===== src/rtl/gcm_pkg.sv =====
package gcm_pkg;

  // Color word: red 23:16, green 15:8, blue 7:0
  localparam int COLOR_BITS   = 24;
  localparam int CHANNEL_BITS = 8;
  localparam int NUM_CHANNELS = 3;

  typedef logic [COLOR_BITS-1:0] color_t;

  // Stop count register
  localparam int                  COUNT_BITS  = 3;
  localparam logic [COUNT_BITS-1:0] COUNT_RESET = 3'd2;
  localparam logic [COUNT_BITS-1:0] MIN_STOPS   = 3'd2;

  // Configuration register map
  localparam int                       CFG_INDEX_BITS = 4;
  localparam logic [CFG_INDEX_BITS-1:0] REG_STOP_COUNT = 4'd0;
  localparam logic [CFG_INDEX_BITS-1:0] REG_STOP_FIRST = 4'd1;

endpackage


===== src/rtl/gcm_divider.sv =====
module gcm_divider #(
  parameter int VALUE_BITS    = 32,
  parameter int FRACTION_BITS = 16
) (
  input  logic                     clk,
  input  logic                     rst,
  input  logic                     in_valid,
  output logic                     in_ready,
  input  logic [VALUE_BITS-1:0]    num,
  input  logic [VALUE_BITS-1:0]    den,
  input  gcm_pkg::color_t          from_color,
  input  gcm_pkg::color_t          to_color,
  output logic                     out_valid,
  input  logic                     out_ready,
  output logic [FRACTION_BITS-1:0] fraction,
  output gcm_pkg::color_t          out_from,
  output gcm_pkg::color_t          out_to
);
  import gcm_pkg::*;

  localparam int LAST = FRACTION_BITS - 1;

  // One quotient bit per stage; the last stage keeps no remainder
  logic                     st_valid [FRACTION_BITS];
  logic                     st_ready [FRACTION_BITS];
  logic [VALUE_BITS-1:0]    st_rem   [LAST];
  logic [VALUE_BITS-1:0]    st_den   [LAST];
  logic [FRACTION_BITS-1:0] st_q     [FRACTION_BITS];
  color_t                   st_from  [FRACTION_BITS];
  color_t                   st_to    [FRACTION_BITS];

  assign in_ready = st_ready[0];

  for (genvar k = 0; k < FRACTION_BITS; k++) begin : g_stage
    logic                     valid_in;
    logic [VALUE_BITS-1:0]    rem_in;
    logic [VALUE_BITS-1:0]    den_in;
    logic [FRACTION_BITS-1:0] q_in;
    color_t                   from_in;
    color_t                   to_in;
    logic [VALUE_BITS:0]      shifted;
    logic                     take;
    logic [VALUE_BITS-1:0]    rem_next;

    if (k == 0) begin : g_head
      assign valid_in = in_valid;
      assign rem_in   = num;
      assign den_in   = den;
      assign q_in     = '0;
      assign from_in  = from_color;
      assign to_in    = to_color;
    end else begin : g_body
      assign valid_in = st_valid[k-1];
      assign rem_in   = st_rem[k-1];
      assign den_in   = st_den[k-1];
      assign q_in     = st_q[k-1];
      assign from_in  = st_from[k-1];
      assign to_in    = st_to[k-1];
    end

    if (k == LAST) begin : g_tail_ready
      assign st_ready[k] = !st_valid[k] || out_ready;
    end else begin : g_mid_ready
      assign st_ready[k] = !st_valid[k] || st_ready[k+1];
    end

    // Restoring step: shift, trial subtract, keep on no borrow
    assign shifted  = {rem_in, 1'b0};
    assign take     = shifted >= {1'b0, den_in};
    assign rem_next = take ? VALUE_BITS'(shifted - {1'b0, den_in}) : shifted[VALUE_BITS-1:0];

    always_ff @(posedge clk) begin
      if (rst) begin
        st_valid[k] <= 1'b0;
      end else if (st_ready[k]) begin
        st_valid[k] <= valid_in;
      end
    end

    always_ff @(posedge clk) begin
      if (st_ready[k] && valid_in) begin
        st_q[k]    <= {q_in[FRACTION_BITS-2:0], take};
        st_from[k] <= from_in;
        st_to[k]   <= to_in;
      end
    end

    if (k < LAST) begin : g_carry
      always_ff @(posedge clk) begin
        if (st_ready[k] && valid_in) begin
          st_rem[k] <= rem_next;
          st_den[k] <= den_in;
        end
      end
    end
  end

  assign out_valid = st_valid[LAST];
  assign fraction  = st_q[LAST];
  assign out_from  = st_from[LAST];
  assign out_to    = st_to[LAST];

endmodule


===== config.mk =====
export PLATFORM = sky130hd
export DESIGN_NAME = gcm_divider
export DESIGN_NICKNAME = d
export VERILOG_FILES = /design/src/rtl/gcm_pkg.sv /design/src/rtl/gcm_divider.sv
export SDC_FILE = /design/constraint.sdc
export NUM_CORES = 2
export LEC_CHECK = 0
export ABC_AREA = 1
export ABC_CLOCK_PERIOD_IN_PS = 12040
export BUFFER_PORTS_ARGS = -buffer_cell sky130_fd_sc_hd__clkbuf_2
export CAP_MARGIN = 20
export CORE_AREA = 4 4 489 491
export DETAILED_ROUTE_END_ITERATION = 7
export DIE_AREA = 0 0 493 495
export GPL_ROUTABILITY_DRIVEN = 0
export PLACE_DENSITY_LB_ADDON = 0.2
export SKIP_CTS_REPAIR_TIMING = 1
export SYNTH_ARGS = -nofsm -noshare
export SYNTH_HDL_FRONTEND = slang
export SYNTH_SLANG_ARGS = --single-unit
export TNS_END_PERCENT = 100

===== constraint.sdc =====
create_clock -name clk -period 12.04 [get_ports clk]
set_input_delay 1.806 -clock clk [delete_from_list [all_inputs] [get_ports clk]]
set_output_delay 1.806 -clock clk [all_outputs]
set_load 0.005 [all_outputs]

==> run metrics <==
Post-Syn Area=0.0936 mm^2; final worst clock skew=0.0328 ns; slowest stage delay, CP=0.36 ns; Cells after Synth=8899; clock slew at reported path FFs=0.06 ns; Achievable Freq=0.190 GHz; Setup WS post-layout=6.78 ns; antenna-violating nets left=0; TritonCTS Buffers=201; Final setup viols=0; Relative slew margins=36.2%; Overall Global Routing Usage=19.3%; fraction of registers with async set/reset=0%; fin crit period=5.26 ns; Synth Flop Type=edfxtp_1; pre-CTS setup slack=6.69 ns; PD cells=137 mW/mm^2; top cell type's share of synthesized area=60.3%; global route overflow=0; worst reg2reg setup slack=8.59 ns; count leader, synth=nand2_1; multi-input logic area=0.0323 mm^2; clock buffer depth=3; Nets=9848; Setup TNS Final=0 ns; number of cells after detailed placement=12200; Die X=493 um; CP Class=input pin to output pin; status=finished, final reports clean; Pre-Repair DR Iteration Count=6; largest net degree at the start of global routing=73; ratio of cells with drive above 1 in the final layout=7.11%; first-pass GRT wire length=364000 um; Die ar.=0.244 mm^2; Startpoint Class=input pin; crit path capture type=output pin; Floorplan Core Area=0.235 mm^2; highest-delay cell along the critical path=nor3_4; IO Port Bufs=181; synthesis warning total=0; Net Count, Synth=9541; Register Area=0.0565 mm^2; Detailed Place HPWL=189000 um; CP required=10.23 ns; area growth from synthesis to layout=11.6%; DR WL/cell=19.1 um; residual DRC count=0; Slew Limit Fails=0; sequential area share after synthesis=60.3%; die boundary height=495 um; crit path buf inv count=3; Total Routed Length=239000 um; number of global-route vias before repair=63300; number of DRC markers in iteration 0=4448; routed vias=63200; RSZ-0062 raised after global routing=no; CP max FO=8; CTS tree=done; initial core utilization=39.9%; pin slew with the least headroom to its limit=0.955 ns; Root Buffer=clkbuf_16; Post-synth EDFFs=1880; CP cell instances=clkbuf_2, inv_1, nand4_2, nor3_4, nand4_4, nor2_8, nand4_4, nor2_4, nand4_2, clkbuf_2; non-filler cells, final=12500; Hold Crit Class=flip-flop to flip-flop; fill count=21900; Mapped Avg Cell Area=10.5 um^2; Crit path arrival time=3.45 ns; Yosys reg bits=1880; delay-heaviest family, CP=simple AND/OR/NAND/NOR gates; fin crit share=43.7%; final hold violation count=0; worst-skew pair later-pin latency=0.86 ns; CTS H-Tree Depth=4; most instantiated cells after synthesis=nand2_1, edfxtp_1, inv_1; maximum vdd drop=0.000105 V; initial antenna violation count=11; Placement Rows=178; Netlist cell types=51; Max Cap Viol=0; clock sink count=1880; largest cells by area after synthesis=edfxtp_1, nand2_1, ha_1; post-synth top area cell=edfxtp_1; IO Pins=182; Leak=42.5 nW; vias per cell=5.05
registers in the layout (all words and copies together) (netlist names):
signal    flops
st_den      480
st_from     384
st_q        136
st_rem      480
st_to       384
st_valid     16
power by group:
| part | internal, W | total (W) | switching, W |
|---|---|---|---|
| Clock | 0.00347 | 0.00605 | 0.00258 |
| Sequential | 0.00726 | 0.00734 | 0.0000851 |
| Combinational | 0.000297 | 0.000911 | 0.000614 |
worst paths after layout:
check / from / endpoint / depth (start not counted)
max: out_ready / in_ready / 10
max reg2reg: st_rem[0][107] / st_rem[0][129] / 12
min reg2reg: st_to[1][80] / st_to[1][104] / 0
min: st_to[1][80] / st_to[1][104] / 0
per-stage QoR:
| step | hold WS (ns) | util, % | instance area (um^2) | total power, W |
|---|---|---|---|---|
| final | 0.394 | 44.5 | 104000 | 0.0143 |
| after floorplan | 0.400 | - | 93600 | 0.00808 |
| after detailed placement | 0.405 | 41.7 | 97900 | 0.00838 |
| after global placement | 0.400 | 41.7 | 97900 | 0.00838 |
| after global routing | 0.405 | 44.5 | 104000 | 0.0149 |
| after CTS | 0.397 | 44.5 | 104000 | 0.0145 |
kinds of logic (layout without fill, tap and decap cells):
| family | count (synthesis) | in the layout | share of synthesized area, % |
|---|---|---|---|
| buf+inv | 1192 | 1665 | 5.27 |
| flops | 1880 | 1880 | 60.3 |
| xor+xnor | 367 | 367 | 3.44 |
| other cells | 0 | 8 | 0 |
| compound gates | 1280 | 1280 | 7.78 |
| simple gates | 3654 | 3654 | 16.0 |
| fa+ha+maj | 526 | 526 | 7.15 |
final cells by class:
type	instances	share of cell area, %
Multi-Input combinational cell	5827	30.9
Inverter	1083	3.92
Clock buffer	243	4.99
Clock inverter	126	1.26
Antenna cell	8	0.0192
Timing Repair Buffer	213	1.10
Tap cell	3150	3.77
Sequential cell	1880	54.1
cells in the final DEF (no fill, tap or decap), types with 128 or more instances in the layout:
master	count
inv_1	1062
nand2_1	2307
a21oi_1	589
xor2_1	239
nor2_1	704
ha_1	511
clkbuf_2	181
o21ai_0	374
xnor2_1	128
clkbuf_16	202
edfxtp_1	1880
nand3_1	334
metal layers:
metal / share of wire (%) / up-vias / global-route usage, % / wire length [um]
met1: 40 / 29700 / 22.7 / 95200
li1: - / 31000 / - / -
met3: 4.8 / 569 / 2.77 / 11500
met5: 0.0096 / - / 0 / 23
met2: 50 / 1931 / 34.5 / 119000
met4: 5.3 / 4 / 9.48 / 12600
Power figures use the tool's default switching activity.
