File: src/rtl/gcm_pkg.sv
package gcm_pkg;

  // Color word: red 23:16, green 15:8, blue 7:0
  localparam int COLOR_BITS   = 24;
  localparam int CHANNEL_BITS = 8;
  localparam int NUM_CHANNELS = 3;

  typedef logic [COLOR_BITS-1:0] color_t;

  // Stop count register
  localparam int                  COUNT_BITS  = 3;
  localparam logic [COUNT_BITS-1:0] COUNT_RESET = 3'd2;
  localparam logic [COUNT_BITS-1:0] MIN_STOPS   = 3'd2;

  // Configuration register map
  localparam int                       CFG_INDEX_BITS = 4;
  localparam logic [CFG_INDEX_BITS-1:0] REG_STOP_COUNT = 4'd0;
  localparam logic [CFG_INDEX_BITS-1:0] REG_STOP_FIRST = 4'd1;

endpackage

File: src/rtl/gcm_segment.sv
module gcm_segment #(
  parameter int MAX_STOPS  = 7,
  parameter int VALUE_BITS = 32
) (
  input  logic                              clk,
  input  logic                              rst,
  input  logic                              in_valid,
  output logic                              in_ready,
  input  logic signed [VALUE_BITS-1:0]      sample_value,
  input  logic signed [VALUE_BITS-1:0]      stop_value [MAX_STOPS],
  input  gcm_pkg::color_t                   stop_color [MAX_STOPS],
  input  logic [gcm_pkg::COUNT_BITS-1:0]    last_stop,
  output logic                              out_valid,
  input  logic                              out_ready,
  output logic [VALUE_BITS-1:0]             num,
  output logic [VALUE_BITS-1:0]             den,
  output gcm_pkg::color_t                   from_color,
  output gcm_pkg::color_t                   to_color
);
  import gcm_pkg::*;

  // Compare stage
  logic                         cmp_valid;
  logic                         cmp_ready;
  logic                         cmp_ge [MAX_STOPS];
  logic signed [VALUE_BITS-1:0] cmp_value;

  // Select stage next values
  logic                  sel_ready;
  logic [VALUE_BITS-1:0] num_next;
  logic [VALUE_BITS-1:0] den_next;
  color_t                from_next;
  color_t                to_next;
  logic                  found;
  logic                  last_ge;
  color_t                last_color;

  assign sel_ready = !out_valid || out_ready;
  assign cmp_ready = !cmp_valid || sel_ready;
  assign in_ready  = cmp_ready;

  // Compare the sample against every stop
  always_ff @(posedge clk) begin
    if (rst) begin
      cmp_valid <= 1'b0;
    end else if (cmp_ready) begin
      cmp_valid <= in_valid;
    end
  end

  always_ff @(posedge clk) begin
    if (cmp_ready && in_valid) begin
      cmp_value <= sample_value;
      for (int i = 0; i < MAX_STOPS; i++) begin
        cmp_ge[i] <= sample_value >= stop_value[i];
      end
    end
  end

  // Pick the first matching case: below first stop, a segment, at or above last stop
  always_comb begin
    last_ge    = 1'b0;
    last_color = '0;
    for (int i = 0; i < MAX_STOPS; i++) begin
      if (COUNT_BITS'(i) == last_stop) begin
        last_ge    = cmp_ge[i];
        last_color = stop_color[i];
      end
    end

    found     = 1'b0;
    num_next  = '0;
    den_next  = '0;
    from_next = '0;
    to_next   = '0;
    if (!cmp_ge[0]) begin
      found     = 1'b1;
      from_next = stop_color[0];
      to_next   = stop_color[0];
    end
    for (int i = 0; i < MAX_STOPS - 1; i++) begin
      if (!found && COUNT_BITS'(i) < last_stop && cmp_ge[i] && !cmp_ge[i+1]) begin
        found     = 1'b1;
        num_next  = cmp_value - stop_value[i];
        den_next  = stop_value[i+1] - stop_value[i];
        from_next = stop_color[i];
        to_next   = stop_color[i+1];
      end
    end
    if (!found && last_ge) begin
      from_next = last_color;
      to_next   = last_color;
    end
  end

  // Hold the selected segment for the divider
  always_ff @(posedge clk) begin
    if (rst) begin
      out_valid <= 1'b0;
    end else if (sel_ready) begin
      out_valid <= cmp_valid;
    end
  end

  always_ff @(posedge clk) begin
    if (sel_ready && cmp_valid) begin
      num        <= num_next;
      den        <= den_next;
      from_color <= from_next;
      to_color   <= to_next;
    end
  end

endmodule

File: config.mk
export PLATFORM = sky130hd
export DESIGN_NAME = gcm_segment
export DESIGN_NICKNAME = d
export VERILOG_FILES = /design/src/rtl/gcm_pkg.sv /design/src/rtl/gcm_segment.sv
export SDC_FILE = /design/constraint.sdc
export NUM_CORES = 2
export LEC_CHECK = 0
export ABC_AREA = 1
export BUFFER_PORTS_ARGS = -buffer_cell sky130_fd_sc_hd__buf_2
export CAP_MARGIN = 20
export CORE_ASPECT_RATIO = 1.75
export CORE_UTILIZATION = 51
export CTS_CLUSTER_SIZE = 16
export DETAILED_ROUTE_END_ITERATION = 10
export PLACE_DENSITY_LB_ADDON = 0.3
export SYNTH_ARGS = -nofsm -noshare
export SYNTH_HDL_FRONTEND = slang
export SYNTH_SLANG_ARGS = --single-unit
export TNS_END_PERCENT = 5
File: constraint.sdc
create_clock -name clk -period 23 [get_ports clk]
set_input_delay 4.6 -clock clk [delete_from_list [all_inputs] [get_ports clk]]
set_output_delay 4.6 -clock clk [all_outputs]
set_load 0.01 [all_outputs]
==> impl_metrics.toml, run 1 <==
[outcome]
status = "did not finish"
stop_stage = "global routing (5_1_grt)"
error_line = "[ERROR GRT-0116] Global routing finished with congestion. Check the congestion regions in the DRC Viewer."

[synthesis]
synth_edf_count = 151
synth_nets = 8628
synth_seq_area_share_pct = 10.8
ys.flop_type = "edfxtp_1"
async_reset_ff_share_pct = 0
synth_seq_cells = 153
ys_types = 51
synth.area.top_cells = "nand2_1 (22%), ha_1 (18%), inv_1 (11%)"
yosysTopAreaCellShare_pct = 21.9
synth_area_leader_cell = "nand2_1"
yosysWarnings = 0
postSynthAreaPerCell_um2 = 5.57
netlist_area_um2 = 42300
syn_inst = 7589

[die]
die_h_um = 383
boundaryPins = 545
fp.dieW_um = 220
num_rows = 139
start_util_pct = 51.5

[clocking]
htree_levels = 4
cts_hold_buffers = 0
cts_buffers = 17
cts_setup_buffers = 0
clock-sinks = 153
clock_path_buffers = 2
cts_resized = 0
cts_root_buf = "clkbuf_16"

[place]
dp_hpwl_mm = 208
gp_congestion = 1.23
io_buffers = 544

[grt]
grt_max_degree = 77
globalRouteTotalUtil_pct = 62.2
grt_first_pass_wirelength_mm = 377
overflow = 16
first_global_vias = 57231
synthesized netlist by cell type, types with 19 or more instances:
cell and n:
nand2_1 2469, ha_1 596, nor4_1 22, o21bai_1 51, nand4_1 165, a21oi_1 572
xnor2_1 25, nor3_1 89, nor2_1 703, o21a_1 20, buf_2 38, clkbuf_1 47
edfxtp_1 151, o21ai_0 260, o22ai_1 69, o21ai_1 19, inv_1 1293, or2_2 26
xor2_1 86, nand3_1 651, nand3b_1 47, and2_1 24, a21o_1 24
routing by layer:
| layer | overflow | global-route usage [%] |
|---|---|---|
| met3 | 1 | 29.2 |
| met2 | 7 | 89.3 |
| met4 | 8 | 67.8 |
| met5 | 0 | 0.238 |
| met1 | 0 | 62.8 |
logic make-up after synthesis:
logic type               Yosys count  synth area share [%]
adder cells (fa/ha/maj)          608                  18.2
AO/OA/AOI/OAI                   1089                  14.3
XOR/XNOR                         111                  2.30
AND/OR/NAND/NOR                 4228                  41.8
buffers and inverters           1400                  12.6
flip-flops                       153                  10.8
metrics by stage:
| stage | hold WS (ps) | std cells | setup WS [ps] | instance area [µm²] |
|---|---|---|---|---|
| floorplan | 445 | 7589 | 12340 | 42300 |
| global placement | 515 | 9120 | 13320 | 46200 |
| detailed placement | 528 | 9120 | 13290 | 46200 |
| CTS | 544 | 9152 | 13290 | 46800 |
==> inputs of run 2 (changes only) <==
--- a/config.mk
+++ b/config.mk
@@ -8,11 +8,9 @@
 export ABC_AREA = 1
 export BUFFER_PORTS_ARGS = -buffer_cell sky130_fd_sc_hd__buf_2
 export CAP_MARGIN = 20
-export CORE_ASPECT_RATIO = 1.75
-export CORE_UTILIZATION = 51
-export CTS_CLUSTER_SIZE = 16
+export CORE_UTILIZATION = 36
 export DETAILED_ROUTE_END_ITERATION = 10
-export PLACE_DENSITY_LB_ADDON = 0.3
+export PLACE_DENSITY_LB_ADDON = 0.15
 export SYNTH_ARGS = -nofsm -noshare
 export SYNTH_HDL_FRONTEND = slang
 export SYNTH_SLANG_ARGS = --single-unit
==> impl_metrics.toml, run 2 <==
[synthesis]
ys.flop_type = "edfxtp_1"
yosysWarnings = 0
netlist_area_um2 = 42300
yosysTopAreaCellShare_pct = 21.9
synth_edf_count = 151
synth.area.top_cells = "nand2_1 (22%), ha_1 (18%), inv_1 (11%)"
synthSimpleGateAreaFrac_pct = 41.8
synth_seq_area_share_pct = 10.8
synth-xor-area-share_pct = 2.30
synth_seq_cells = 153
synth_top_family_by_area = "simple AND/OR/NAND/NOR gates"
synth_most_common_cell = "nand2_1"
synth_fa_ha_area_share_pct = 18.2
postSynthAreaPerCell_um2 = 5.57
synth_compound_area_share_pct = 14.3
synth_area_leader_cell = "nand2_1"
async_reset_ff_share_pct = 0
syn_inst = 7589
synth_nets = 8628
synth_commonest_cells = "nand2_1 (2469), inv_1 (1293), nor2_1 (703), nand3_1 (651), ha_1 (596)"
muxShareOfSynthArea_pct = 0
ys_types = 51

[route]
routed_via_density = 5.69
post_drt_wl_per_cell_um = 27.5
drtPass1Iterations = 7
first_iter_violations = 6367
drcViolationCount = 0
ant_nets = 0
wirelength_mm = 265
vias = 54895

[final_layout]
final_cell_mix = "nand2_1 (2468), inv_1 (1292), nor2_1 (703)"
layout_commonest_cell = "nand2_1"
nets = 9125
seq_area_um2 = 4570
fin_util_pct = 40.8
stdcell_count = 9651
post-route-cell-area_um2 = 47400
drive_gt1_share_pct = 8.14
reg_top3 = "cmp_value x32, den x32, num x32"
multiInputGateArea_um2 = 32400
area_growth_pct = 12.1
fill_cells = 13301

[grt]
globalRouteTotalUtil_pct = 43.2
first_global_vias = 49970
grt_max_degree = 63
grt_first_pass_wirelength_mm = 362
overflow = 0
antenna_found_initial = 29

[timing]
slew-limit-headroom_pct = 23.2
finalCritPeriodShare_pct = 42.2
setup_ws_ps = 13300
slew_violations = 0
tns_ps = 0
hold_viol_final = 0
fmax_mhz = 103
tightest_slew_ps = 1150
clock_skew_ps = 24.1
whs_ps = 542
rsz0062_at_grt = "no"
fin_crit_ps = 9700
setup_viol = 0

[outcome]
status = "completed"

[clocking]
clk_latency_ps = 550
cts_setup_buffers = 0
cts_buffers = 17
clock-sinks = 153
htree_levels = 4
cts_root_buf = "clkbuf_16"
clk_pin_slew_worst_paths_ps = 80
clock_path_buffers = 2
cts_tree = "done"
cts_resized = 0
cts_hold_buffers = 0

[setup_path]
worstSetupEndpointType = "output port"
worstPathRequired_ps = 18400
path_class = "primary input to output port"
path_max_fanout = 3
critPathBufInv = 3
max_stage_delay_ps = 160
crit_chain = "buf_2 -> inv_1 -> nand3_1 -> buf_2"
crit_arrival_ps = 5100
startpoint_type = "primary input"
slowest_stage = "buf_2"
timing.critical_path.max_delay_family = "buffers and inverters"
path_common_cell = "buf_2"

[place]
dp_hpwl_mm = 225
io_buffers = 544
gp_congestion = 1.10
dp_worst_setup_slack_ps = 13310
dp.cells = 9589
placed_area_um2 = 46700

[power]
ir_worst_vdd_mv = 0.0626
power.leakage_nw = 26.1
power.density_nw_per_um2 = 41.5
finalPower_mw = 1.97

[die]
die_h_um = 345
core_um2 = 116000
start_util_pct = 36.4
die-area_um2 = 119000
boundaryPins = 545
num_rows = 125
fp.dieW_um = 345

[run]
drv_cap = 0

[hold_path]
hp-class = "flip-flop to flip-flop"
==> run 2: worst paths after layout <==
| kind | slack (ps) | end | depth (start not counted) | startpoint |
|---|---|---|---|---|
| worst max-delay path | 13300 | in_ready | 4 | out_ready |
| worst min-delay path | 540 | out_valid$_SDFFE_PP0P_ | 2 | out_valid$_SDFFE_PP0P_ |
| worst max register to register | 18010 | to_color[15]$_DFFE_PP_ | 12 | cmp_ge[0]$_DFFE_PP_ |
| worst min register to register | 540 | out_valid$_SDFFE_PP0P_ | 2 | out_valid$_SDFFE_PP0P_ |
==> run 2: kinds of logic after synthesis <==
kind of cell / after synthesis
xor+xnor: 111
simple gates: 4228
buf+inv: 1400
flops: 153
fa+ha+maj: 608
compound gates: 1089
==> run 2: metal layers <==
layer	track usage (%)	part of all wire (%)
met1	54.9	41
met2	67.0	43
met3	9.81	9.9
met4	24.8	6.6
met5	0	0.045
==> run 2: layout make-up <==
type                    instances  share of cell area [%]
clock inverters                15                   0.332
repair buffers                577                    6.32
clock buffers                  17                   0.897
well taps                    1524                    4.02
multi-input cells            6036                    68.3
inverters                    1301                    10.3
flip-flops and latches        153                    9.64
diodes                         28                   0.148
==> run 2: report_power, final <==
group | internal, mW | switching (mW)
clock | 0.144 | 0.171
sequential | 0.345 | 0.0332
combinational | 0.366 | 0.909
total | 0.855 | 1.11
==> run 2: worst register-to-register path: cells and delay by family, from the launching register on <==
kind	cells	cell delay (ps)
AO/OA/AOI/OAI	1	370
AND/OR/NAND/NOR	6	1870
flip-flops	1	330
buffers and inverters	5	2150
Note: power is estimated with default switching activity, not from simulation.
