File: src/rtl/gcm_pkg.sv
package gcm_pkg;

  // Color word: red 23:16, green 15:8, blue 7:0
  localparam int COLOR_BITS   = 24;
  localparam int CHANNEL_BITS = 8;
  localparam int NUM_CHANNELS = 3;

  typedef logic [COLOR_BITS-1:0] color_t;

  // Stop count register
  localparam int                  COUNT_BITS  = 3;
  localparam logic [COUNT_BITS-1:0] COUNT_RESET = 3'd2;
  localparam logic [COUNT_BITS-1:0] MIN_STOPS   = 3'd2;

  // Configuration register map
  localparam int                       CFG_INDEX_BITS = 4;
  localparam logic [CFG_INDEX_BITS-1:0] REG_STOP_COUNT = 4'd0;
  localparam logic [CFG_INDEX_BITS-1:0] REG_STOP_FIRST = 4'd1;

endpackage

File: src/rtl/gcm_blend.sv
module gcm_blend #(
  parameter int FRACTION_BITS = 16
) (
  input  logic                     clk,
  input  logic                     rst,
  input  logic                     in_valid,
  output logic                     in_ready,
  input  logic [FRACTION_BITS-1:0] fraction,
  input  gcm_pkg::color_t          from_color,
  input  gcm_pkg::color_t          to_color,
  output logic                     out_valid,
  input  logic                     out_ready,
  output gcm_pkg::color_t          rgb_color
);
  import gcm_pkg::*;

  localparam int PROD_BITS = CHANNEL_BITS + FRACTION_BITS + 2;

  // Multiply stage
  logic                        mul_valid;
  logic                        mul_ready;
  logic signed [PROD_BITS-1:0] mul_prod [NUM_CHANNELS];
  logic [CHANNEL_BITS-1:0]     mul_base [NUM_CHANNELS];
  color_t                      rgb_next;

  assign in_ready  = mul_ready;
  assign mul_ready = !mul_valid || (!out_valid || out_ready);

  always_ff @(posedge clk) begin
    if (rst) begin
      mul_valid <= 1'b0;
    end else if (mul_ready) begin
      mul_valid <= in_valid;
    end
  end

  // Form (to - from) * fraction per channel
  always_ff @(posedge clk) begin
    if (mul_ready && in_valid) begin
      for (int c = 0; c < NUM_CHANNELS; c++) begin
        mul_base[c] <= from_color[c*CHANNEL_BITS +: CHANNEL_BITS];
        mul_prod[c] <= PROD_BITS'(
          ($signed({1'b0, to_color[c*CHANNEL_BITS +: CHANNEL_BITS]})
           - $signed({1'b0, from_color[c*CHANNEL_BITS +: CHANNEL_BITS]}))
          * $signed({1'b0, fraction}));
      end
    end
  end

  // Add the scaled base and drop the fraction bits
  always_comb begin
    for (int c = 0; c < NUM_CHANNELS; c++) begin
      logic signed [PROD_BITS-1:0] sum;
      sum = $signed({2'b00, mul_base[c], FRACTION_BITS'(0)}) + mul_prod[c];
      rgb_next[c*CHANNEL_BITS +: CHANNEL_BITS] = sum[FRACTION_BITS +: CHANNEL_BITS];
    end
  end

  always_ff @(posedge clk) begin
    if (rst) begin
      out_valid <= 1'b0;
    end else if (!out_valid || out_ready) begin
      out_valid <= mul_valid;
    end
  end

  always_ff @(posedge clk) begin
    if ((!out_valid || out_ready) && mul_valid) begin
      rgb_color <= rgb_next;
    end
  end

endmodule

File: config.mk
export PLATFORM = sky130hd
export DESIGN_NAME = gcm_blend
export DESIGN_NICKNAME = d
export VERILOG_FILES = /design/src/rtl/gcm_pkg.sv /design/src/rtl/gcm_blend.sv
export SDC_FILE = /design/constraint.sdc
export NUM_CORES = 1
export LEC_CHECK = 0
export ABC_AREA = 1
export BUFFER_PORTS_ARGS = -buffer_cell sky130_fd_sc_hd__buf_2
export CORE_ASPECT_RATIO = 0.5
export CORE_MARGIN = 3
export CORE_UTILIZATION = 60
export CTS_BUF_LIST = sky130_fd_sc_hd__clkbuf_2
export CTS_CLUSTER_DIAMETER = 150
export DETAILED_ROUTE_END_ITERATION = 16
export GPL_ROUTABILITY_DRIVEN = 0
export GPL_TIMING_DRIVEN = 1
export PLACE_DENSITY_LB_ADDON = 0.08
export SKIP_LAST_GASP = 1
export SYNTH_ARGS = -nofsm -noshare
export SYNTH_HDL_FRONTEND = slang
export SYNTH_SLANG_ARGS = --single-unit
File: constraint.sdc
create_clock -name clk -period 7.05 [get_ports clk]
set_clock_uncertainty 0.2 [all_clocks]
set_input_delay 0 -clock clk [delete_from_list [all_inputs] [get_ports clk]]
set_output_delay 0 -clock clk [all_outputs]
set_load 0.01 [all_outputs]
==> results of run 1 <==
-- critical path: stages --
cell and delay, ns:
dlygate4sd3_1 0.54, buf_2 0.14, ha_1 0.20, fa_1 0.41, o21ai_2 0.19, o21ai_2 0.11, xor2_1 0.16, inv_1 0.53
nor2_1 0.13, fa_1 0.53, inv_1 0.05, fa_1 0.52, inv_1 0.05, fa_1 0.46, fa_1 0.49, inv_1 0.05
fa_1 0.50, inv_1 0.04, ha_1 0.33, a21o_1 0.19, a21boi_0 0.26, o21ai_0 0.12, nand2_1 0.12, nand3b_1 0.09
nand2_1 0.08, nand2_1 0.05
-- Yosys cell counts (all sizes together) (5+ instances only) --
| cell | number |
|---|---|
| a21oi | 69 |
| ha | 213 |
| xnor2 | 16 |
| nand2 | 388 |
| inv | 396 |
| edfxtp | 72 |
| xor2 | 40 |
| o21ai | 34 |
| o21a | 5 |
| buf | 23 |
| o211ai | 8 |
| clkbuf | 40 |
| nand3 | 60 |
| nor3 | 9 |
| a21o | 10 |
| nand4 | 12 |
| a31oi | 9 |
| nor2 | 337 |
| nor4 | 6 |
| fa | 300 |
| o21bai | 9 |
-- how the worst min path moves through the flow --
| stage | cells after the start | slack [ns] | from | endpoint |
|---|---|---|---|---|
| after global routing | 7 | 0.09 | to_color[3] | mul_prod[0][23] |
| after detailed placement | 2 | -0.02 | rst | mul_valid |
| after floorplan | 1 | -0.13 | rst | mul_valid |
| final | 8 | 0.08 | to_color[3] | mul_prod[0][23] |
| after global placement | 2 | -0.02 | rst | mul_valid |
| after CTS | 8 | 0.02 | to_color[3] | mul_prod[0][23] |
-- what timing repair did --
item / 4_1_cts / 5_1_grt
hold endpoints to repair: 103 / 0
hold buffers: 61 / 0
resized for setup: 0 / 0
-- layer usage --
layer / vias up / wire length [microns] / global-route usage, %
met5: - / 0 / 0
met4: 0 / 928 / 6.44
met3: 73 / 5430 / 10.1
met2: 665 / 19000 / 45.8
met1: 6712 / 20300 / 44.9
li1: 6548 / - / -
-- cell usage in the layout, fill, tap and decap left out, drive strengths merged, types with 34 or more instances in the layout --
| cell | n |
|---|---|
| ha | 213 |
| o21ai | 34 |
| dlygate4sd3 | 61 |
| nor2 | 337 |
| buf | 107 |
| a21oi | 69 |
| nand2 | 388 |
| nand3 | 60 |
| xor2 | 40 |
| fa | 300 |
| edfxtp | 72 |
| inv | 398 |
-- registers in the layout, summed over array words and instances (netlist names) --
name       cells
mul_valid      1
mul_base      24
rgb_color     24
out_valid      1
mul_prod      24
-- through the flow --
stage               hold slack (ns)  util (%)  cells  setup WS, ns
floorplan                    -0.131         -   2067          1.55
global placement            -0.0231      64.5   2493          1.11
detailed placement          -0.0216      64.5   2493         0.931
CTS                          0.0230      67.1   2570          1.13
global route                 0.0887      67.2   2573         0.695
finish                       0.0758      67.2   2574         0.969
-- logic make-up after synthesis --
logic type               Yosys count  synth area share (%)
flip-flops                        74                  12.7
XOR/XNOR                          56                  3.13
AND/OR/NAND/NOR                  816                  18.6
buffers and inverters            461                  10.4
AO/OA/AOI/OAI                    147                  5.26
adder cells (fa/ha/maj)          513                  50.0
-- final cells by class --
class                           count  area share (%)
Antenna cell                        4          0.0531
Sequential cell                    74            11.7
Multi-Input combinational cell   1532            70.8
Timing Repair Buffer              168            6.26
Tap cell                          382            2.53
Clock inverter                      7           0.524
Clock buffer                        9           0.239
Inverter                          398            7.92
==> summary.md, run 1 <==
| Metric | Value |
|---|---|
| Total congestion overflow | `0` |
| Peak fanout along the critical path | `15` |
| Num rows | `between 40 and 50` |
| H-Tree Depth | `3` |
| Initial antenna violation count | `2` |
| Clock latency on the worst-skew pair | `roughly 0.7 ns` |
| Max_slew headroom | `35.0%` |
| Clk slew on worst S/H paths | `between 0.2 and 0.3 ns` |
| Achievable clock frequency | `about 0.16 GHz` |
| Max-capacitance violation count | `0` |
| Final instance area | `roughly 0.019 sq mm` |
| Final worst path period share | `a little under nine tenths` |
| Initial DRC count | `about 1200` |
| P&R area growth vs syn | `8.76%` |
| Data required time of the worst path | `about 7.3 ns` |
| Top-area cell type share of the netlist area | `around 35%` |
| Area of combinational cells with multiple inputs | `between 0.01 and 0.015 sq mm` |
| Clock tree from TritonCTS | `built` |
| TritonCTS Buffers | `9` |
| Overall global routing resource usage | `a little under a third` |
| Sequential cell area | `roughly 0.0022 sq mm` |
| Maximum buffer depth of the clock tree | `2` |
| First-pass GRT wire length | `74500 microns` |
| Overall die area | `around 0.031 sq mm` |
| Avg WL per Cell | `17.7 microns` |
| Total half-perimeter wirelength after legalization and detailed placement | `36000 microns` |
| Post-Syn Area per Cell | `~8.4 sq um` |
| Main area contributors after synthesis | `fa_1, ha_1, edfxtp_1` |
| Core ar. | `0.0281 sq mm` |
| Remaining number of nets flagged by the antenna check after routing | `0` |
| Accumulated negative setup slack | `0 ns` |
| Via density | `5.44` |
| Number of hold violations in the final report | `0` |
| Crit path to | `mul_prod[0][49]` |
| Vias in the first global route | `14094` |
| Arr. time, crit path | `between 6 and 7 ns` |
| Run status | `finished clean` |
| Slew at the pin with the worst max-slew slack | `0.973 ns` |
| Total cell area at the placement stage | `between 0.015 and 0.02 sq mm` |
| Sequential share of the synthesized area | `between 10 and 15%` |
| Root buf cell | `clkbuf_2` |
| Depth of the worst register-to-register path | `8` |
| Width of the die | `246 microns` |
| Pin count of the biggest net entering global routing | `a little under 50` |
| Fill cell total of the finished layout | `between 2000 and 2500` |
| CP Launch Point | `from_color[8]` |
| Share of cells above drive strength 1 | `around 7.2%` |
| Critical Path Source Type | `input pin` |
| DR DRC count | `0` |
| Synth unique cells | `39` |
| IO Pins | `between 90 and 100` |
| Synthesized netlist net count | `between 2000 and 3000` |
| Max-slew violation count | `0` |
| Chip height | `126 microns` |
| RSZ-0062 raised after global routing | `no` |
| Cell type contributing the most total cell area after synthesis | `fa_1` |
| Number of nets at the end of the flow | `between 2000 and 3000` |
| Final setup violation count | `0` |
| Crit path time final | `between 6 and 7 ns` |
| Netlist Area Pre-Place | `0.0173 sq mm` |
| Kind of end point of the critical path | `register` |
| Worst reg2reg path endpoint | `rgb_color[22]` |
| Port-buffer cells | `93` |
| Tightest Hold Check Type | `in2reg` |
| Flop2flop setup slack | `around 4.7 ns` |
| Number of register bits inferred by synthesis | `74` |
| Category of the critical setup timing path | `in2reg` |
| Total wire length | `45600 microns` |
| First-pass iteration count of the detailed router | `6` |
| Vias after detailed routing | `roughly 14000` |
| # clock sinks | `between 70 and 80` |
| Synth Instances | `about 2100` |
| Count of warnings emitted by yosys | `0` |
| Post-synthesis async set-or-reset flop share | `0%` |
| Starting density of the core | `between 60% and 70%` |
| Beginning of the worst register-to-register path | `mul_base[0][16]` |
| Top FF cell, synth | `edfxtp_1` |
| Number of synthesized flops with an enable pin | `between 70 and 80` |
| Post-CTS Setup Repair Bufs | `0` |
Power of run 1 is not shown: default switching activity piles up to over one toggle a cycle in this logic, so the estimate is an artifact.
==> inputs of run 2 (changes only) <==
--- a/config.mk
+++ b/config.mk
@@ -7,9 +7,11 @@
 export LEC_CHECK = 0
 export ABC_AREA = 1
 export BUFFER_PORTS_ARGS = -buffer_cell sky130_fd_sc_hd__buf_2
+export CELL_PAD_IN_SITES_DETAIL_PLACEMENT = 0
+export CELL_PAD_IN_SITES_GLOBAL_PLACEMENT = 1
 export CORE_ASPECT_RATIO = 0.5
 export CORE_MARGIN = 3
-export CORE_UTILIZATION = 60
+export CORE_UTILIZATION = 50
 export CTS_BUF_LIST = sky130_fd_sc_hd__clkbuf_2
 export CTS_CLUSTER_DIAMETER = 150
 export DETAILED_ROUTE_END_ITERATION = 16
==> run 2 against run 1 <==
Against the previous run:
- design area increased by 1.0%
- worst hold slack better by 0.024 ns
- critical path depth increased by 1
- via count fell by 1.1%
- global-route usage shrank 3.7 points
- register-to-register slack gained 0.13 ns
- clock-buffer cell count up 3
- sequential cell count stayed put
- cell count is 3.8% higher
- highest routed layer unchanged
==> summary.md, run 2 (synthesized netlist as in run 1, its figures left out) <==
| Metric | Value |
|---|---|
| Overall die area | `0.0371 sq mm (+19%)` |
| Kind of end point of the critical path | `register` |
| First-pass iteration count of the detailed router | `5 (-1)` |
| Number of hold violations in the final report | `0 (unchanged)` |
| Hold-fix buffer count after cts | `65 (+6.6%)` |
| Longest individual stage delay on the worst path | `0.56 ns (+0.02 ns)` |
| Width of the die | `269 microns (+9.3%)` |
| Final cell count without fillers | `2671 (+3.8%)` |
| TritonCTS Buffers | `9 (unchanged)` |
| Clk slew on worst S/H paths | `0.23 ns (-0.03 ns)` |
| Peak fanout along the critical path | `9 (-6)` |
| Slew at the pin with the worst max-slew slack | `0.845 ns (-0.128 ns)` |
| Crit path time final | `6.27 ns (+0.185 ns)` |
| Total half-perimeter wirelength after legalization and detailed placement | `38200 microns (+6.0%)` |
| # clock sinks | `74 (unchanged)` |
| Overall global routing resource usage | `27.2% (-3.7 points)` |
| Cell with the largest stage delay on the worst path | `dlygate4sd3_1` |
| Accumulated negative setup slack | `0 ns (unchanged)` |
| Most common cell after layout, fill and taps aside | `inv_1` |
| Vias in the first global route | `14615 (+3.7%)` |
| Arr. time, crit path | `6.49 ns (+0.12 ns)` |
| Chip height | `138 microns (+9.1%)` |
| Num rows | `47 (+9.3%)` |
| Maximum buffer depth of the clock tree | `2 (unchanged)` |
| DR DRC count | `0 (unchanged)` |
| Max-capacitance violation count | `0 (unchanged)` |
| Largest registers | `mul_base (24), mul_prod (24), rgb_color (24)` |
| Root buf cell | `clkbuf_2` |
| Data required time of the worst path | `7.28 ns (-0.06 ns)` |
| Clock latency on the worst-skew pair | `0.67 ns (about the same)` |
| Initial antenna violation count | `2 (unchanged)` |
| Port-buffer cells | `93 (unchanged)` |
| Pin count of the biggest net entering global routing | `30 (-39%)` |
| Avg WL per Cell | `18.0 microns (+1.5%)` |
| Tightest Hold Check Type | `in2reg` |
| Least setup slack across all paths after layout | `0.784 ns (-0.185 ns)` |
| Remaining number of nets flagged by the antenna check after routing | `0 (unchanged)` |
| CTS-repair resized insts | `0 (unchanged)` |
| Max_slew headroom | `43.6% (+8.6 points)` |
| H-Tree Depth | `3 (unchanged)` |
| Run status | `finished clean` |
| Initial DRC count | `852 (-27%)` |
| IO Pins | `94 (unchanged)` |
| Vias after detailed routing | `13846 (-1.1%)` |
| Total congestion overflow | `0 (unchanged)` |
| Critical Path Source Type | `input pin` |
| Top library cells by usage in the layout, fill and taps aside | `inv_1, nand2_1, nor2_1, fa_1, ha_1` |
| Total wire length | `48100 microns (+5.3%)` |
| Most numerous cell on the critical path | `fa_1` |
| Final worst path period share | `88.9% (+2.6 points)` |
| Final setup violation count | `0 (unchanged)` |
| Post-placement worst setup slack | `1.08 ns (+0.153 ns)` |
| P&R area growth vs syn | `9.89%` |
| Number of nets at the end of the flow | `2781 (+0.62%)` |
| Post-CTS Setup Repair Bufs | `0 (unchanged)` |
| Via density | `5.18 (-4.7%)` |
| RSZ-0062 raised after global routing | `no` |
| Category of the critical setup timing path | `in2reg` |
| First-pass GRT wire length | `77500 microns (+4.1%)` |
| Core ar. | `0.0336 sq mm (+20%)` |
| Share of cells above drive strength 1 | `7.76% (+0.54 points)` |
| Worst hold slack across all endpoints | `0.0994 ns (+0.0236 ns)` |
| Max-slew violation count | `0 (unchanged)` |
| Clock tree from TritonCTS | `built` |
| Starting density of the core | `51.6% (-10 points)` |
| # placed instances | `2589 (+3.9%)` |
| Achievable clock frequency | `0.160 GHz (-3.0%)` |
-- run 2: per-stage QoR --
| stage | instance area [sq um] | util [%] |
|---|---|---|
| 2_1_floorplan | 17300 | - |
| 3_3_place_gp | 18300 | 54.4 |
| 3_5_place_dp | 18300 | 54.4 |
| 4_1_cts | 19100 | 56.7 |
| 5_1_grt | 19100 | 56.7 |
| 6_report | 19100 | 56.7 |
-- run 2: worst paths after layout --
path                                 startpoint              end  slack, ns  depth (start not counted)
worst min-delay path                to_color[2]  mul_prod[0][23]        0.1                         10
worst max-delay path             from_color[16]  mul_prod[0][75]       0.78                         27
worst max register to register        out_valid  mul_prod[0][44]       4.81                          4
worst min register to register  mul_prod[0][68]    rgb_color[16]       0.35                          1
-- run 2: area by class of cell --
cell class / instances / area, sq um
antenna: 2 / 5.00
clock buffer: 12 / 60.1
clock inverter: 3 / 43.8
fill: 3191 / 14600
inverter: 398 / 1490
multi-input combinational: 1532 / 13400
sequential: 74 / 2200
tap: 465 / 582
timing repair buffer: 185 / 1320
-- run 2: routing by layer --
layer | track usage (%) | routed length (microns) | up-vias
li1 | - | - | 6588
met1 | 34.5 | 20600 | 6835
met2 | 47.5 | 22800 | 342
met3 | 5.38 | 3130 | 81
met4 | 9.02 | 1480 | 0
met5 | 0 | 0 | -
-- run 2: worst max-delay path: cells and delay by family --
| family | cells | cell delay [ns] |
|---|---|---|
| fa+ha+maj | 8 | 3.48 |
| buf+inv | 8 | 1.76 |
| compound gates | 5 | 0.68 |
| simple gates | 5 | 0.41 |
| xor+xnor | 1 | 0.16 |
Power of run 2 is left out for the same reason.
