<file path="config.mk">
export PLATFORM = sky130hd
export DESIGN_NAME = gcm_cfg_regs
export DESIGN_NICKNAME = d
export VERILOG_FILES = /design/src/rtl/gcm_pkg.sv /design/src/rtl/gcm_cfg_regs.sv
export SDC_FILE = /design/constraint.sdc
export NUM_CORES = 1
export LEC_CHECK = 0
export ABC_AREA = 1
export BUFFER_PORTS_ARGS = -buffer_cell sky130_fd_sc_hd__buf_2
export CORE_UTILIZATION = 46
export CTS_CLUSTER_DIAMETER = 100
export DETAILED_ROUTE_END_ITERATION = 6
export GPL_ROUTABILITY_DRIVEN = 0
export GPL_TIMING_DRIVEN = 1
export MAX_ROUTING_LAYER = met4
export PLACE_DENSITY_LB_ADDON = 0.05
export RECOVER_POWER = 100
export SYNTH_ARGS = -nofsm -noshare
export SYNTH_HDL_FRONTEND = slang
export SYNTH_SLANG_ARGS = --single-unit
</file>
<file path="constraint.sdc">
create_clock -name clk -period 2.5 [get_ports clk]
set_input_delay 0.375 -clock clk [delete_from_list [all_inputs] [get_ports clk]]
set_output_delay 0.375 -clock clk [all_outputs]
set_load 0.01 [all_outputs]
</file>
<file path="src/rtl/gcm_pkg.sv">
package gcm_pkg;

  // Color word: red 23:16, green 15:8, blue 7:0
  localparam int COLOR_BITS   = 24;
  localparam int CHANNEL_BITS = 8;
  localparam int NUM_CHANNELS = 3;

  typedef logic [COLOR_BITS-1:0] color_t;

  // Stop count register
  localparam int                  COUNT_BITS  = 3;
  localparam logic [COUNT_BITS-1:0] COUNT_RESET = 3'd2;
  localparam logic [COUNT_BITS-1:0] MIN_STOPS   = 3'd2;

  // Configuration register map
  localparam int                       CFG_INDEX_BITS = 4;
  localparam logic [CFG_INDEX_BITS-1:0] REG_STOP_COUNT = 4'd0;
  localparam logic [CFG_INDEX_BITS-1:0] REG_STOP_FIRST = 4'd1;

endpackage

</file>
<file path="src/rtl/gcm_cfg_regs.sv">
module gcm_cfg_regs #(
  parameter int MAX_STOPS  = 7,
  parameter int VALUE_BITS = 32
) (
  input  logic                                          clk,
  input  logic                                          rst,
  input  logic                                          cfg_valid,
  output logic                                          cfg_ready,
  input  logic [gcm_pkg::CFG_INDEX_BITS-1:0]            cfg_index,
  input  logic [gcm_pkg::COLOR_BITS+VALUE_BITS-1:0]     cfg_data,
  output logic signed [VALUE_BITS-1:0]                  stop_value [MAX_STOPS],
  output gcm_pkg::color_t                               stop_color [MAX_STOPS],
  output logic [gcm_pkg::COUNT_BITS-1:0]                last_stop
);
  import gcm_pkg::*;

  localparam int STOP_BITS = COLOR_BITS + VALUE_BITS;
  localparam logic [COUNT_BITS-1:0] MAX_COUNT = COUNT_BITS'(MAX_STOPS);

  logic [COUNT_BITS-1:0] stop_count;
  logic [STOP_BITS-1:0]  stop_reg [MAX_STOPS];
  logic [COUNT_BITS-1:0] count_used;

  assign cfg_ready = 1'b1;

  // Take register writes; indexes past the map are dropped
  always_ff @(posedge clk) begin
    if (rst) begin
      stop_count <= COUNT_RESET;
      for (int i = 0; i < MAX_STOPS; i++) begin
        stop_reg[i] <= '0;
      end
    end else if (cfg_valid && cfg_ready) begin
      if (cfg_index == REG_STOP_COUNT) begin
        stop_count <= cfg_data[COUNT_BITS-1:0];
      end
      for (int i = 0; i < MAX_STOPS; i++) begin
        if (cfg_index == REG_STOP_FIRST + CFG_INDEX_BITS'(i)) begin
          stop_reg[i] <= cfg_data;
        end
      end
    end
  end

  // Clamp the stop count into the supported range
  always_comb begin
    if (stop_count < MIN_STOPS) begin
      count_used = MIN_STOPS;
    end else if (stop_count > MAX_COUNT) begin
      count_used = MAX_COUNT;
    end else begin
      count_used = stop_count;
    end
    last_stop = count_used - COUNT_BITS'(1);
  end

  // Split each stop into value and color
  always_comb begin
    for (int i = 0; i < MAX_STOPS; i++) begin
      stop_value[i] = stop_reg[i][STOP_BITS-1:COLOR_BITS];
      stop_color[i] = stop_reg[i][COLOR_BITS-1:0];
    end
  end

endmodule

</file>
==> flow_summary.toml, run 1 <==
[cts]
clock_tree.buffer_depth = 3
cts_buffers = 40
clock_latency_ps = 520
cts_tree = "built"
cts_resized = 0
postCtsHoldBufs = 0
cts_setup_buffers = 0
clock-sinks = 395
root_buffer = "clkbuf_16"
htreeDepth = 2
clk_pin_slew_ps = 60

[global_route]
gr-total-overflow = 0
grt_max_degree = 57
antenna_found_initial = 2
grtUsageTotal_pct = 26.6
grt_pass1_wl_um = 58200
grt_pass1_vias = 9091

[power_and_ir_drop]
p_int_mw = 11.2
p_total_mw = 14.5
ir_drop_uv = 495
clock_power_share_pct = 38.4
p_leak_nw = 6.30
comb_power_share_pct = 7.5
p_switching_mw = 3.35
p_sw_share_pct = 23.1
seq_power_share_pct = 54.1
power_density_nw_per_um2 = 821

[worst_setup_path]
crit_arrival_ps = 2340
cp.required_ps = 2630
path_cells = "clkbuf_1 > clkinv_1 > nor3_1 > nand3_4 > nand2_1 > clkbuf_2"
rrSetupSlack_ps = 1820
timing.rr.end = "stop_count[2]$_SDFFE_PP0P_"
startpoint_type = "input port"
cpMaxStageDelayCell = "clkbuf_2"
crit_type = "in -> reg"
cpPeakStageDelay_ps = 900
cp-end-kind = "register"
timing.rr.start = "stop_count[2]$_SDFFE_PP0P_"
rr_worst_depth = 4
critPathMaxFanout = 33

[placed_design]
dp_slack_ps = 589
placed_area_um2 = 17100
io_buffers = 457
dp.cells = 1822
hpwl_um = 26800

[sta]
fin_ws_ps = 286
drv_slew = 57
fin_skew_ps = 0
setup_violations = 0
relSlewSlack_pct = -8.07
rsz0062_at_grt = "false"
fin_crit_sh_pct = 88.6
tns_ps = 0
worst_pin_slew_ps = 1620
fmax_mhz = 452
fin_crit_ps = 2210
holdWs_ps = 167
hold_violations = 0

[hold_path]
hold_start = "cfg_data[1]"
worstHoldEndpoint = "stop_count[1]$_SDFFE_PP1P_"
hold_path_depth = 3
hold_path.class = "in -> reg"

[synthesis]
ys_seq_area_share_pct = 82.7
synthTopCellsByArea = "edfxtp_1, nor2_1, inv_1"
yosysTopAreaCell = "edfxtp_1"
synth.avg_cell_area_um2 = 14.5
ys_warn_count = 0
syn_inst = 989
ys_ff_latch = 395
synth_area_um2 = 14300
yosysTopAreaCellShare_pct = 82.3
syn-num-nets = 1053
yosysUniqueCellTypes = 19

[detailed_routing]
vias = 9298
antenna_left = 0
dr.pass1.iters = 5
drc = 0
routedWlPerCell_um = 22.1
via_per_inst = 4.91
drt_wl_total_um = 41800
first_iter_violations = 620

[finish]
design_area_um2 = 17700
final_cell_mix = "clkbuf_1, edfxtp_1, nor2_1"
area_growth_syn_to_layout_pct = 23.5
instances_no_fill = 1893
final_core_util_pct = 57.7
largest_register_ffs = 392
final_nets = 1532
final_common_cell = "clkbuf_1"
layout-drive-gt1-share_pct = 10.2

[floorplan]
start_util_pct = 46.7
io_pins = 459
dieWidth_um = 178
fp.dieH_um = 178
die_area_um2 = 31800
fp-row-count = 64
core_area_um2 = 30600

[run_status]
failed_checks = "capacitance limit, slew limit"
status = "finished, violations left"

[run]
drv_cap = 1
-- power by group through the flow --
stage,Combinational [mW],Clock [mW],Sequential [mW]
6_report,1.09,5.56,7.85
5_1_grt,1.18,5.89,7.89
4_1_cts,1.25,5.65,7.83
3_5_place_dp,1.25,0,7.97
3_3_place_gp,1.24,0,7.96
2_1_floorplan,0.277,0,8.20
-- layout make-up --
| cell class | count | area, um^2 |
|---|---|---|
| fillers | 2708 | 12900 |
| flip-flops and latches | 395 | 11800 |
| repair buffers | 480 | 1950 |
| multi-input cells | 430 | 1740 |
| clock buffers | 52 | 1070 |
| well taps | 396 | 495 |
| inverters | 121 | 454 |
| clock inverters | 16 | 118 |
| diodes | 3 | 7.51 |
-- cells in the mapped netlist (all sizes together) --
cell and count:
nand3 4, nand4 3, dfxtp 3, conb 1, nand2 19, clkbuf 12, clkinv 1, xor2 1
o21ai 1, edfxtp 392, buf 31, nor3 1, inv 120, ha 1, nor2 399
-- per-layer routing --
layer	vias to the layer above	wire length (um)	GRT usage, %
li1	4220	-	-
met1	4582	16400	32.7
met2	432	20600	43.3
met3	64	3710	6.63
met4	0	1140	8.26
met5	-	0	-
-- worst max path at each step --
stage | slack [ps] | cells after the start | from | endpoint
detailed placement | 590 | 5 | cfg_index[3] | stop_reg[1][46]$_SDFFCE_PN0P_
floorplan | -20 | 3 | rst | stop_reg[6][0]$_SDFFCE_PP0P_
global route | 190 | 5 | rst | stop_reg[5][0]$_SDFFCE_PN0P_
CTS | 450 | 4 | stop_count[2]$_SDFFE_PP0P_ | last_stop[2]
global placement | 600 | 6 | cfg_valid | stop_reg[4][15]$_SDFFCE_PN0P_
finish | 290 | 6 | cfg_valid | stop_reg[2][37]$_SDFFCE_PN0P_
-- critical path, delay by kind of cell --
kind                   cells  cell delay (ps)
buffers and inverters      3             1180
AND/OR/NAND/NOR            3              760
-- cells by family after synthesis --
kind of cell / share of synthesized area [%]
simple gates: 11.6
flops: 82.7
buf+inv: 5.40
compound gates: 0.0350
xor+xnor: 0.0613
fa+ha+maj: 0.0875
other cells: 0.0262
Note: power is estimated with default switching activity, not from simulation.
==> run 2, diff against run 1 <==
--- a/config.mk
+++ b/config.mk
@@ -14,7 +14,6 @@
 export GPL_TIMING_DRIVEN = 1
 export MAX_ROUTING_LAYER = met4
 export PLACE_DENSITY_LB_ADDON = 0.05
-export RECOVER_POWER = 100
 export SYNTH_ARGS = -nofsm -noshare
 export SYNTH_HDL_FRONTEND = slang
 export SYNTH_SLANG_ARGS = --single-unit
==> flow_summary.toml, run 2 (synthesis results as in run 1) <==
[cts]
cts_buffers = 40
cts_resized = 0
root_buffer = "clkbuf_16"
clk_pin_slew_ps = 60
clock-sinks = 395
cts_tree = "built"
htreeDepth = 2
clock_tree.buffer_depth = 3
cts_setup_buffers = 0
postCtsHoldBufs = 0
clock_latency_ps = 520

[detailed_routing]
routedWlPerCell_um = 21.9
dr.pass1.iters = 5
first_iter_violations = 649
vias = 9244
drt_wl_total_um = 41400
drc = 0
via_per_inst = 4.88
antenna_left = 0

[finish]
area_growth_syn_to_layout_pct = 28.0
final_nets = 1532
layout-drive-gt1-share_pct = 37.6
final_cell_mix = "buf_2, edfxtp_1, nor2_1"
largest_register_ffs = 392
final_common_cell = "buf_2"
num-fill-cells = 2520

[worst_setup_path]
startpoint_type = "register"
crit_type = "reg -> out"
cp-end-kind = "primary output"
crit_arrival_ps = 1650
critPathMaxFanout = 3
cp.required_ps = 2120

[global_route]
grt_max_degree = 57
grt_pass1_wl_um = 58200
grt_pass1_vias = 9091
grtUsageTotal_pct = 26.6
antenna_found_initial = 4
gr-total-overflow = 0

[sta]
setup_violations = 0
fmax_mhz = 495
drv_slew = 0
worst_pin_slew_ps = 964
fin_crit_ps = 2020
fin_crit_sh_pct = 80.8
fin_skew_ps = 0
rsz0062_at_grt = "false"
hold_violations = 0
relSlewSlack_pct = 35.8
fin_ws_ps = 479

[floorplan]
fp.dieH_um = 178
die_area_um2 = 31800
io_pins = 459
fp-row-count = 64
dieWidth_um = 178
core_area_um2 = 30600
start_util_pct = 46.7

[run_status]
status = "complete, no violations"

[hold_path]
hold_path.class = "in -> reg"

[placed_design]
hpwl_um = 26800
io_buffers = 457
dp_slack_ps = 589

[power_and_ir_drop]
p_total_mw = 14.6
p_int_mw = 11.3
ir_drop_uv = 491
seq_power_share_pct = 53.5
p_sw_share_pct = 22.8
p_switching_mw = 3.34
p_leak_nw = 7.47
comb_power_share_pct = 8.4
power_density_nw_per_um2 = 799
clock_power_share_pct = 38.0

[run]
drv_cap = 0
run 2: cell types whose count changed in the layout (fill, tap and decap cells not counted), sizes merged:
cell,previous run,this run
buf,69,480
inv,119,120
clkbuf,463,52
diode,3,4
clkinv,16,15
run 2: final timing paths:
path	from	cells past startpoint	slack, ps	endpoint
hold / removal	cfg_data[1]	3	160	stop_count[1]$_SDFFE_PP1P_
setup / recovery	stop_count[2]$_SDFFE_PP0P_	4	480	last_stop[2]
setup reg to reg	stop_count[2]$_SDFFE_PP0P_	4	1820	stop_count[2]$_SDFFE_PP0P_
hold reg to reg	stop_count[1]$_SDFFE_PP1P_	2	500	stop_count[1]$_SDFFE_PP1P_
run 2: worst max-delay path: stages (launching register included):
cell and delay [ps]:
dfxtp_1 330, o21ai_0 270, ha_1 210, xor2_1 140, buf_2 170
run 2: layout make-up:
class | count | area, um^2 | area share [%]
Inverter | 121 | 454 | 2.48
Clock inverter | 16 | 118 | 0.642
Timing Repair Buffer | 480 | 2560 | 14.0
Clock buffer | 52 | 1070 | 5.83
Tap cell | 396 | 495 | 2.71
Antenna cell | 4 | 10.0 | 0.0547
Sequential cell | 395 | 11800 | 64.6
Multi-Input combinational cell | 430 | 1770 | 9.68
run 2: metrics by stage:
stage	util, %	instance area [um^2]	hold slack [ps]	instances	TNS, ps
floorplan	-	14300	446	989	-911
global placement	55.9	17100	474	1822	0
detailed placement	55.9	17100	482	1822	0
CTS	59.8	18300	151	1890	0
global route	59.9	18300	163	1894	0
finish	59.9	18300	163	1894	0
run 2: power groups by stage:
stage | Combinational, mW | Clock [mW] | Sequential (mW)
2_1_floorplan | 0.277 | 0 | 8.20
3_3_place_gp | 1.24 | 0 | 7.96
3_5_place_dp | 1.25 | 0 | 7.97
4_1_cts | 1.25 | 5.65 | 7.83
5_1_grt | 1.33 | 5.89 | 7.86
6_report | 1.23 | 5.56 | 7.83
run 2: layer usage:
metal  GRT usage [%]  part of all wire (%)  vias up
li1                -                     -     4215
met1            32.7                    39     4563
met2            43.3                    50      403
met3            6.63                   8.5       63
met4            8.26                   2.7        0
met5               -                     0        -
==> run 3, diff against run 2 <==
--- a/config.mk
+++ b/config.mk
@@ -5,11 +5,12 @@
 export SDC_FILE = /design/constraint.sdc
 export NUM_CORES = 1
 export LEC_CHECK = 0
-export ABC_AREA = 1
+export ABC_AREA = 0
 export BUFFER_PORTS_ARGS = -buffer_cell sky130_fd_sc_hd__buf_2
-export CORE_UTILIZATION = 46
+export CORE_AREA = 2 2 176 178
 export CTS_CLUSTER_DIAMETER = 100
 export DETAILED_ROUTE_END_ITERATION = 6
+export DIE_AREA = 0 0 178 180
 export GPL_ROUTABILITY_DRIVEN = 0
 export GPL_TIMING_DRIVEN = 1
 export MAX_ROUTING_LAYER = met4
==> constraint.sdc (replaced) <==
create_clock -name clk -period 2.11 [get_ports clk]
set_input_delay 0.3165 -clock clk [delete_from_list [all_inputs] [get_ports clk]]
set_output_delay 0.3165 -clock clk [all_outputs]
set_load 0.01 [all_outputs]
==> flow_summary.toml, run 3 <==
[run_status]
status = "complete, no violations"

[cts]
clock-sinks = 395
htreeDepth = 2
clk_pin_slew_ps = 60
cts_tree = "built"
clock_tree.buffer_depth = 3
postCtsHoldBufs = 0
cts_buffers = 40
cts_resized = 0
root_buffer = "clkbuf_16"
cts_setup_buffers = 0
clock_latency_ps = 510

[worst_setup_path]
cp-end-kind = "primary output"
startpoint = "stop_count[2]$_SDFFE_PP0P_"
cp_num_buf_inv = 1
startpoint_type = "register"
crit_type = "reg -> out"
path_cells = "o21ai_0 > ha_1 > xor2_1 > buf_2"
timing.rr.start = "stop_count[1]$_SDFFE_PP1P_"
cp.required_ps = 1790
cpPeakStageDelay_ps = 340
crit_arrival_ps = 1650
critPathMaxFanout = 4
cpMaxStageDelayCell = "dfxtp_1"
critPathTopFamily = "flip-flops"

[sta]
drv_slew = 0
hold_violations = 0
worst_pin_slew_ps = 555
fin_crit_ps = 1960
holdWs_ps = 155
rsz0062_at_grt = "false"
fin_skew_ps = 0
setup_violations = 0
tns_ps = 0
fin_crit_sh_pct = 93.0
fmax_mhz = 510
relSlewSlack_pct = 63.0

[synthesis]
yosysTopAreaCellShare_pct = 83.6
yosys-top-cells-count = "edfxtp_1, nor2_1, nand2b_1, inv_1"
syn_inst = 920
yosysMostFrequentCell = "edfxtp_1"
synthTopCellsByArea = "edfxtp_1, nor2_1, nand2b_1"
synth.avg_cell_area_um2 = 15.3
yosysUniqueCellTypes = 22
synth_edf_count = 392
ys.flop_type = "edfxtp_1"
ys_warn_count = 0
ys_seq_area_share_pct = 84.0
synth_area_um2 = 14100
synthArstFlopShare_pct = 0
ys_ff_latch = 395
yosysTopAreaCell = "edfxtp_1"
syn-num-nets = 984

[finish]
instances_no_fill = 1831
final_common_cell = "buf_2"
design_area_um2 = 18300
layout-drive-gt1-share_pct = 38.7
final_nets = 1468
final_cell_mix = "buf_2, edfxtp_1, nor2_1"
area_growth_syn_to_layout_pct = 30.2
largest_register_ffs = 392

[placed_design]
hpwl_um = 26900
io_buffers = 457
dp.cells = 1758
placed_area_um2 = 17100

[detailed_routing]
dr.pass1.iters = 5
antenna_left = 0
first_iter_violations = 635
drt_wl_total_um = 40300
vias = 9159
via_per_inst = 5.00
routedWlPerCell_um = 22.0
drc = 0

[global_route]
grt_pass1_vias = 8804
gr-total-overflow = 0
grtUsageTotal_pct = 25.5
grt_max_degree = 57
antenna_found_initial = 2
grt_pass1_wl_um = 57400

[power_and_ir_drop]
p_int_mw = 13.6
p_total_mw = 17.5
p_sw_share_pct = 22.6
p_switching_mw = 3.96
comb_power_share_pct = 8.4
ir_drop_uv = 559
seq_power_share_pct = 52.9
p_leak_nw = 7.46
clock_power_share_pct = 38.8
power_density_nw_per_um2 = 955

[floorplan]
start_util_pct = 46.6
die_area_um2 = 32000
io_pins = 459
core_area_um2 = 30200
dieWidth_um = 178
fp-row-count = 64
fp.dieH_um = 180

[run]
drv_cap = 0

[hold_path]
hold_start = "cfg_data[1]"
hold_path.class = "in -> reg"
==> run 3: cell count changes in the layout (fill, tap and decap cells not counted), sizes merged, moves of 2 or more <==
cell    delta
nor2      -62
buf        +8
clkinv     -4
nor2b      +3
inv       -60
nand2     -13
mux2i      +2
nand3      -3
nand4      -3
nand2b    +64
==> run 3: worst paths after layout <==
path	end	cells past startpoint	slack [ps]
worst min register to register	stop_count[0]$_SDFFE_PP0P_	2	480
worst min-delay path	stop_count[1]$_SDFFE_PP1P_	3	150
worst max-delay path	last_stop[2]	4	150
worst max register to register	stop_count[1]$_SDFFE_PP1P_	1	1440
==> run 3: layout make-up <==
cell class / instances / area (um^2)
diodes: 3 / 7.51
multi-input cells: 422 / 1880
fillers: 2502 / 11900
inverters: 57 / 214
clock inverters: 17 / 164
well taps: 396 / 495
repair buffers: 488 / 2670
flip-flops and latches: 395 / 11800
clock buffers: 53 / 1070
==> run 3: power by group through the flow <==
stage          Sequential [mW]  Combinational, mW  Clock [mW]
6_report                  9.26               1.46        6.79
3_3_place_gp              9.42               1.48           0
5_1_grt                   9.30               1.56        7.22
3_5_place_dp              9.42               1.49           0
2_1_floorplan             9.71              0.311           0
4_1_cts                   9.27               1.49        6.89
==> run 3: kinds of logic after synthesis <==
| group | synth area share, % |
|---|---|
| AND/OR/NAND/NOR | 12.4 |
| flip-flops | 84.0 |
| buffers and inverters | 3.12 |
| AO/OA/AOI/OAI | 0.160 |
| multiplexers | 0.142 |
| adder cells (fa/ha/maj) | 0.0889 |
| other | 0.0266 |
| XOR/XNOR | 0.0622 |
==> run 3: routing by layer <==
metal  vias to the layer above  track usage, %  share of wire [%]
met1                      4554            31.1                 38
met3                        70            6.70                8.7
li1                       4091               -                  -
met5                         -               -                  0
met4                         0            9.08                3.4
met2                       444            41.1                 50
==> run 3: stage by stage <==
step                util, %  worst slack [ps]
floorplan                 -               109
global placement       56.6               247
detailed placement     56.6               250
CTS                    60.7               131
global route           60.7              22.3
finish                 60.7               148
